[config.mk]
export PLATFORM = sky130hd
export DESIGN_NAME = tsf_ram
export DESIGN_NICKNAME = d
export VERILOG_FILES = /design/src/tsf_ram.sv
export SDC_FILE = /design/constraint.sdc
export NUM_CORES = 1
export LEC_CHECK = 0
export ABC_AREA = 1
export BUFFER_PORTS_ARGS = -buffer_cell sky130_fd_sc_hd__buf_2
export CAP_MARGIN = 15
export CELL_PAD_IN_SITES_DETAIL_PLACEMENT = 0
export CELL_PAD_IN_SITES_GLOBAL_PLACEMENT = 2
export CORE_MARGIN = 2
export CORE_UTILIZATION = 25
export DETAILED_ROUTE_END_ITERATION = 8
export PLACE_DENSITY_LB_ADDON = 0.1
export SYNTH_ARGS = -nofsm -noshare
export SYNTH_HDL_FRONTEND = slang
export SYNTH_SLANG_ARGS = --single-unit
[constraint.sdc]
create_clock -name i_clk -period 1.53 [get_ports i_clk]
set_input_delay 0.2295 -clock i_clk [delete_from_list [all_inputs] [get_ports i_clk]]
set_output_delay 0.2295 -clock i_clk [all_outputs]
set_load 0.05 [all_outputs]
[src/tsf_ram.sv]
// Generic single-port-write, single-read RAM with registered read.
// No dependencies.
module tsf_ram #(
    parameter int WIDTH = 8,
    parameter int DEPTH = 16
) (
    input  logic                     i_clk,
    input  logic                     i_we,
    input  logic [$clog2(DEPTH)-1:0] i_waddr,
    input  logic [WIDTH-1:0]         i_wdata,
    input  logic [$clog2(DEPTH)-1:0] i_raddr,
    output logic [WIDTH-1:0]         o_rdata
);
    logic [WIDTH-1:0] r_mem [DEPTH];
    always_ff @(posedge i_clk) begin
        if (i_we) r_mem[i_waddr] <= i_wdata;
        o_rdata <= r_mem[i_raddr];
    end
endmodule

==> impl_metrics.tcl, run 1 <==
set metrics [dict create \
    status "finished, final reports clean" \
    ctsRootBufferMaster "clkbuf_16" \
    clockPowerShare_pct 44.4 \
    worst_r2r_path_depth 6 \
    whs_endpoint "r_mem[5][2]" \
    die_h_um 156 \
    nets 618 \
    synth-edff-count 128 \
    path_max_fanout 1 \
    reg2reg_to "o_rdata[5]" \
    wl_per_cell_um 18.1 \
    timing.critical_path.buf_inv 1 \
    synth-main-ff-cell "edfxtp_1" \
    grt_max_degree 49 \
    cts_setup_buffers 0 \
    netSwitchingFraction_pct 23.5 \
    r2r_slack_ns 0.47 \
    grt_setup_unrepaired "no" \
    timing_worst_setup_path_type "reg2out" \
    intPower_mw 6.65 \
    cp_slowest_stage_delay_ns 0.36 \
    max_slew_margin_pct 68.7 \
    clk_latency_ns 0.42 \
    timing.rr.start "r_mem[7][5]" \
    crit_family "flip-flops" \
    grt_pass1_wl_mm 24.1 \
    max_freq_ghz 0.784 \
    rows 55 \
    hp-start "i_wdata[2]" \
    pre_cts_ws_ns 0.108 \
    peakVddDrop_mv 0.722 \
    cap_violations 0 \
    fillers 2347 \
    p_sw_mw 2.04 \
    coreArea_um2 22600 \
    yosysSeqAreaShare_pct 69.4 \
    start_util_pct 25.5 \
    clock_skew_ns 0.0103 \
    drtAntennaViolNets 0 \
    n_antenna_cell 0 \
    holdWs_ns 0.247 \
    power.leakage_nw 2.94 \
    syn_inst 551 \
    vias 3702 \
    drt_iter0_drc 207 \
    synth_top_cell_area_share_pct 66.7 \
    ys_ff_latch 136 \
    worstPathRequired_ns 1.30 \
    power_density_nw_per_um2 1260 \
    tightest_slew_ns 0.469 \
    yosys_warnings 0 \
    cts_tree "yes" \
    hpwl_mm 10.5 \
    netlist_top_cells_count "nand2_1 (173), edfxtp_1 (128), inv_1 (100)" \
    io_pins 26 \
    area_growth_pct 20.1 \
    worst_slack_ns 0.255 \
    grt-ovfl-total 0 \
    yosysMostFrequentCell "nand2_1" \
    finalCritPeriodShare_pct 83.3 \
    die-area_um2 24300 \
    cts_buffers 17 \
    crit_path_end_kind "primary output" \
    stdcell_count 898 \
    drc 0 \
    track_usage_pct 14.1 \
    cts_hold_buf 0 \
    synth_nets 569 \
    drt_pass1_iterations 4 \
    grt_pass1_vias 3736 \
    cts_resized 0 \
    hold_path.class "in2reg" \
    synth_area_leaders "edfxtp_1 (67%), nand2_1 (11%), nand3_1 (8.4%)" \
    fin_tns_setup_ns 0 \
    place_inst 866 \
    routed_via_density 4.12 \
    die_w_um 156 \
    synthDistinctLibCells 12 \
    cp-start-kind "flop" \
    min_period_ns 1.27 \
    cp_cell_sequence "buf_2" \
    port_buffers 25 \
    multiInputGateArea_um2 1210 \
    postSynthAreaPerCell_um2 10.5 \
    drt_wl_total_mm 16.3 \
    p_comb_share_pct 7.4 \
    cts_htree_levels 4 \
    critical-path-slowest-cell "dfxtp_1" \
    finalHoldViolCount 0 \
    pwr-share-seq_pct 48.2 \
    critPathArrivalTime_ns 1.05 \
    gp_congestion 0.762 \
    antenna_found_initial 1 \
    synthesis.area_um2 5770 \
    hold_depth 1 \
    setup_violations 0 \
    drive_above_1_share_pct 13.9 \
    cts_buffer_depth 2 \
    slew_violations 0 \
    cts.sinks 136 \
    seq_area_um2 4000 \
    yosysTopAreaCell "edfxtp_1" \
    async_reset_ff_share_pct 0 \
    cts.clk_slew.worst_paths_ns 0.06 \
]
==> logic make-up after synthesis <==
kind of cell / count (synthesis) / share of synthesized area (%)
AND/OR/NAND/NOR: 289 / 21.0
flip-flops: 136 / 69.4
buffers and inverters: 126 / 9.52
==> through the flow <==
step | power (mW) | instance area (um^2) | utilization [%]
after floorplan | 4.64 | 5770 | -
after global placement | 4.94 | 6360 | 28.1
after detailed placement | 4.93 | 6360 | 28.1
after CTS | 8.82 | 6920 | 30.6
after global routing | 9.03 | 6920 | 30.6
final | 8.70 | 6920 | 30.6
==> final cells by class <==
type	instances	area share, %
Sequential cell	136	57.8
Inverter	102	5.53
Timing Repair Buffer	54	5.85
Clock buffer	21	6.65
Tap cell	285	5.15
Clock inverter	11	1.46
Multi-Input combinational cell	289	17.5
==> how the worst max path moves through the flow <==
stage	startpoint	to	slack, ns	depth (start not counted)
floorplan	i_waddr[2]	r_mem[10][0]	0.35	2
detailed placement	i_raddr[0]	o_rdata[5]	0.11	8
global placement	i_raddr[0]	o_rdata[5]	0.14	9
CTS	o_rdata[2]	o_rdata[2]	0.20	1
finish	o_rdata[2]	o_rdata[2]	0.26	1
global route	o_rdata[2]	o_rdata[2]	0.21	1
==> registers in the layout, indices dropped and copies added (netlist names) <==
name	flops
r_mem	128
o_rdata	8
==> worst register-to-register path: stages, from the launching register on <==
cell and delay [ns]:
edfxtp_1 0.36, inv_1 0.06, nand2_1 0.04, nand3_1 0.09, nand3_1 0.15, nand3_1 0.18, nand2_1 0.07
==> routing by layer <==
metal / global-route usage (%) / share of wire [%]
met2: 23.0 / 48
met3: 3.19 / 2.4
met4: 3.54 / 0.52
met1: 19.1 / 49
met5: 0 / 0
==> power by group through the flow <==
stage | Combinational, mW | Sequential, mW | Clock, mW
finish | 0.641 | 4.19 | 3.87
global route | 0.713 | 4.20 | 4.12
CTS | 0.663 | 4.19 | 3.96
detailed placement | 0.661 | 4.27 | 0
global placement | 0.662 | 4.27 | 0
floorplan | 0.294 | 4.35 | 0
==> cell usage in the layout, fill, tap and decap left out <==
cell,instances
buf_12,5
buf_2,25
buf_4,24
bufinv_16,1
clkbuf_1,2
clkbuf_16,17
clkbuf_8,2
clkinv_1,1
clkinv_2,1
clkinv_4,2
clkinvlp_4,6
dfxtp_1,8
edfxtp_1,128
inv_1,100
inv_2,2
nand2_1,173
nand3_1,97
nand3b_1,2
nor2_1,17
(Power assumes the default switching activity.)
==> run 2, diff against run 1 <==
==> constraint.sdc (replaced) <==
create_clock -name i_clk -period 1.32 [get_ports i_clk]
set_input_delay 0.198 -clock i_clk [delete_from_list [all_inputs] [get_ports i_clk]]
set_output_delay 0.198 -clock i_clk [all_outputs]
set_load 0.05 [all_outputs]
==> run 2 against run 1 <==
  * Non-clock buffer count rose by 4
  * Final cell count rose by 0.45%
  * Sequential share of layout area fell by 0.26 points
  * Combinational power rose by 17%
  * Total power rose by 17%
  * Design area rose by 0.45%
  * Clock power rose by 18%
  * Sequential power rose by 16%
  * Global-route usage barely moved
  * Clock-buffer cell count fell by 2
  * Largest power group unchanged
  * Highest routed layer unchanged
==> impl_metrics.tcl, run 2 (synthesis gave the netlist of run 1 again) <==
set metrics [dict create \
    status "finished, final reports clean" \
    cap_violations 0 \
    drive_above_1_share_pct 14.3 \
    stdcell_area_um2 6960 \
    peakVddDrop_mv 0.792 \
    hold_depth 1 \
    top_regs "r_mem: 128 flops, o_rdata: 8 flops" \
    grt-ovfl-total 0 \
    hp-start "i_wdata[2]" \
    nets 622 \
    antenna_found_initial 0 \
    path_max_fanout 1 \
    final_common_cell "nand2_1" \
    cts.clk_slew.worst_paths_ns 0.06 \
    final_cell_mix "nand2_1 (173), edfxtp_1 (128), inv_1 (100), nand3_1 (97), buf_4 (28)" \
    drc 0 \
    critical-path-slowest-cell "dfxtp_1" \
    setup_violations 0 \
    track_usage_pct 14.1 \
    die_h_um 156 \
    critPathArrivalTime_ns 1.05 \
    cts_resized 0 \
    crit_path_end_kind "primary output" \
    ctsRootBufferMaster "clkbuf_16" \
    drt_iter0_drc 187 \
    r2r_slack_ns 0.28 \
    whs_endpoint "r_mem[15][2]" \
    fin_tns_setup_ns 0 \
    drtAntennaViolNets 0 \
    power.leakage_nw 2.97 \
    cts_htree_levels 4 \
    routed_via_density 4.17 \
    slew_violations 0 \
    power_mw 10.2 \
    grt_pass1_wl_mm 24.1 \
    cp_slowest_stage_delay_ns 0.36 \
    cp-start-kind "flop" \
    tightest_slew_ns 0.419 \
    cts.sinks 136 \
    regMostFlops "r_mem" \
    worst_r2r_path_depth 6 \
    max_freq_ghz 0.803 \
    cts_tree "yes" \
    place_inst 870 \
    start_util_pct 25.5 \
    cts_setup_buffers 0 \
    drt_pass1_iterations 4 \
    drt_wl_total_mm 16.1 \
    grt_pass1_vias 3756 \
    die_w_um 156 \
    stdcell_count 902 \
    clock_skew_ns 0.00843 \
    grt_setup_unrepaired "no" \
    power_density_nw_per_um2 1460 \
    timing_worst_setup_path_type "reg2out" \
    max_slew_margin_pct 72.1 \
    grt_max_degree 43 \
    wl_per_cell_um 17.8 \
    hpwl_mm 10.6 \
    cts_buffers 17 \
    dpl-instance-area_um2 6390 \
    cts_buffer_depth 2 \
    crit_start "o_rdata[7]" \
    largest_register_ffs 128 \
    area_growth_pct 20.6 \
    cts_hold_buf 0 \
    gp_congestion 0.743 \
    coreArea_um2 22600 \
    port_buffers 25 \
    io_pins 26 \
    finalHoldViolCount 0 \
    finalCritPeriodShare_pct 94.3 \
    crit_family "flip-flops" \
    min_period_ns 1.25 \
    timing.rr.start "r_mem[5][4]" \
    clk_latency_ns 0.41 \
    n_antenna_cell 0 \
    cp_cell_sequence "buf_2" \
    rows 55 \
    worstPathRequired_ns 1.12 \
    hold_path.class "in2reg" \
    reg2reg_to "o_rdata[4]" \
    vias 3764 \
    timing.critical_path.buf_inv 1 \
    die-area_um2 24300 \
]
## run 2: changes by cell type in the layout (fill, tap and decap cells not counted), sizes merged
cell | before | now
buf | 54 | 58
bufinv | 1 | 2
clkbuf | 21 | 19
clkinv | 4 | 6
clkinvlp | 6 | 4
inv | 102 | 103
## run 2: per-stage QoR
stage | worst slack [ns] | util [%] | hold slack (ns)
after floorplan | 0.171 | - | 0.297
after global placement | 0.00651 | 28.2 | 0.645
after detailed placement | 0.00982 | 28.2 | 0.650
after CTS | 0.0193 | 30.7 | 0.217
after global routing | 0.0126 | 30.7 | 0.224
final | 0.0747 | 30.7 | 0.222
## run 2: final cells by class
cell class | count | area (um^2)
Tap cell | 285 | 357
Timing Repair Buffer | 58 | 435
Fill cell | 2361 | 15700
Inverter | 102 | 383
Sequential cell | 136 | 4000
Clock inverter | 13 | 130
Multi-Input combinational cell | 289 | 1210
Clock buffer | 19 | 433
## run 2: layer usage
metal | vias to the layer above | GRT usage [%] | part of all wire, %
li1 | 1878 | - | -
met1 | 1835 | 18.6 | 49
met2 | 39 | 23.4 | 48
met3 | 12 | 2.89 | 1.9
met4 | 0 | 4.06 | 1.0
met5 | - | 0 | 0
## run 2: where the power goes
group / switching (mW) / leakage (nW) / internal, mW
sequential: 0.0330 / 1.22 / 4.83
combinational: 0.544 / 1.48 / 0.209
clock: 1.79 / 0.264 / 2.76
total: 2.36 / 2.97 / 7.80
## run 2: how the worst max path moves through the flow
stage | slack, ns | endpoint | depth (start not counted)
after floorplan | 0.17 | r_mem[10][0] | 2
after global placement | 0.007 | o_rdata[5] | 9
after detailed placement | 0.01 | o_rdata[6] | 8
after CTS | 0.02 | o_rdata[7] | 1
after global routing | 0.01 | o_rdata[1] | 1
final | 0.07 | o_rdata[7] | 1
==> run 3, diff against run 2 <==
--- a/config.mk
+++ b/config.mk
@@ -13,7 +13,8 @@
 export CORE_MARGIN = 2
 export CORE_UTILIZATION = 25
 export DETAILED_ROUTE_END_ITERATION = 8
-export PLACE_DENSITY_LB_ADDON = 0.1
+export PLACE_DENSITY = 0.57
+export RECOVER_POWER = 25
 export SYNTH_ARGS = -nofsm -noshare
 export SYNTH_HDL_FRONTEND = slang
 export SYNTH_SLANG_ARGS = --single-unit
==> run 3 against run 2 <==
  * Design area grew 0.27%
  * Clock skew fell by 0.0017 ns
  * Sequential cell count is the same
  * Utilization grew 0.083 points
  * Total power fell by 0.69%
  * Sequential power barely moved
  * Non-clock buffer count is the same
  * Worst setup slack lost 0.030 ns
==> impl_metrics.tcl, run 3 (synthesis gave the netlist of run 1 again) <==
set metrics [dict create \
    tightest_slew_ns 0.861 \
    timing.rr.start "r_mem[5][4]" \
    drt_pass1_iterations 8 \
    timing_worst_setup_path_type "reg2out" \
    clk_latency_ns 0.42 \
    worstPathRequired_ns 1.12 \
    fillers 2334 \
    power.leakage_nw 2.98 \
    pre_cts_ws_ns -0.0181 \
    clockPowerShare_pct 44.5 \
    drc 0 \
    clock_skew_ns 0.00669 \
    top_regs "r_mem: 128 flops, o_rdata: 8 flops" \
    met1_usage_pct 18.7 \
    cp-start-kind "flop" \
    wl_per_cell_um 16.5 \
    cp_slowest_stage_delay_ns 0.37 \
    grt_pass1_wl_mm 22.5 \
    rows 55 \
    min_period_ns 1.28 \
    drive_above_1_share_pct 13.9 \
    cts_tree "yes" \
    coreArea_um2 22600 \
    dpl-instance-area_um2 6420 \
    setup_violations 0 \
    final_common_cell "nand2_1" \
    critPathArrivalTime_ns 1.08 \
    cts_resized 0 \
    die_h_um 156 \
    port_buffers 25 \
    crit_start "o_rdata[6]" \
    cts_hold_buf 0 \
    intPower_mw 7.52 \
    crit_family "flip-flops" \
    hpwl_mm 9.74 \
    crit_path_end_kind "primary output" \
    grt-ovfl-total 0 \
    p_sw_mw 2.57 \
    grt_setup_unrepaired "no" \
    cp_cell_sequence "buf_2" \
    power_mw 10.1 \
    track_usage_pct 13.0 \
    max_slew_margin_pct 42.6 \
    vias 3771 \
    slew_violations 0 \
    cts_buffer_depth 2 \
    seq_area_um2 4000 \
    max_freq_ghz 0.784 \
    timing.critical_path.buf_inv 1 \
    cap_violations 0 \
    routed_via_density 4.18 \
    antenna_found_initial 0 \
    hp-start "i_wdata[2]" \
    start_util_pct 25.5 \
    finalHoldViolCount 0 \
    nets 622 \
    finalCritPeriodShare_pct 96.7 \
    die-area_um2 24300 \
    pwr-share-seq_pct 48.1 \
    grt_util_met3_pct 3.00 \
    die_w_um 156 \
    drtAntennaViolNets 0 \
    p_comb_share_pct 7.4 \
    area_growth_pct 20.9 \
    peakVddDrop_mv 0.704 \
    status "finished, final reports clean" \
    final_cell_mix "nand2_1 (173), edfxtp_1 (128), inv_1 (100), nand3_1 (97), buf_4 (26)" \
    cts_htree_levels 4 \
    gp_congestion 0.742 \
    cts_buffers 17 \
    critical-path-slowest-cell "dfxtp_1" \
    worst_slack_ns 0.0442 \
    largest_register_ffs 128 \
    grt_pass1_vias 3587 \
    drt_iter0_drc 268 \
    cts.sinks 136 \
    regMostFlops "r_mem" \
    power_density_nw_per_um2 1450 \
    netSwitchingFraction_pct 25.5 \
    cts_setup_buffers 0 \
    holdWs_ns 0.212 \
    cts.clk_slew.worst_paths_ns 0.07 \
    drt_wl_total_mm 14.9 \
    n_antenna_cell 0 \
    grt_max_degree 48 \
    stdcell_area_um2 6970 \
    hold_path.class "in2reg" \
    multiInputGateArea_um2 1210 \
    use_met2_pct 19.3 \
    busiest_layer "met2" \
    ctsRootBufferMaster "clkbuf_16" \
    io_pins 26 \
    path_max_fanout 1 \
]
run 3: per-layer routing:
metal  vias to the layer above  wire length, um
met5                         -                0
met4                         0              159
met1                      1791             7400
li1                       1883                -
met2                        86             6550
met3                        11              756
run 3: final timing paths:
path,to,slack [ns],cells past startpoint
worst max-delay path,o_rdata[6],0.04,1
worst max register to register,o_rdata[4],0.27,6
worst min-delay path,r_mem[6][2],0.21,1
worst min register to register,o_rdata[4],0.66,6
run 3: final cells by class:
cell class	instances	area share, %
well taps	285	5.11
multi-input cells	289	17.4
flip-flops and latches	136	57.4
inverters	102	5.49
clock buffers	17	6.10
clock inverters	15	1.99
repair buffers	58	6.49
run 3: power by group through the flow:
stage / sequential, mW / clock, mW / combinational [mW]
final: 4.85 / 4.49 / 0.745
after global routing: 4.86 / 4.79 / 0.832
after CTS: 4.85 / 4.60 / 0.767
after detailed placement: 4.95 / 0 / 0.765
after global placement: 4.95 / 0 / 0.767
after floorplan: 5.04 / 0 / 0.341
run 3: stage by stage:
stage | setup TNS [ns] | util, % | cells
after floorplan | 0 | - | 551
after global placement | -0.0218 | 28.3 | 870
after detailed placement | -0.0181 | 28.3 | 870
after CTS | 0 | 30.8 | 902
after global routing | 0 | 30.8 | 902
final | 0 | 30.8 | 902
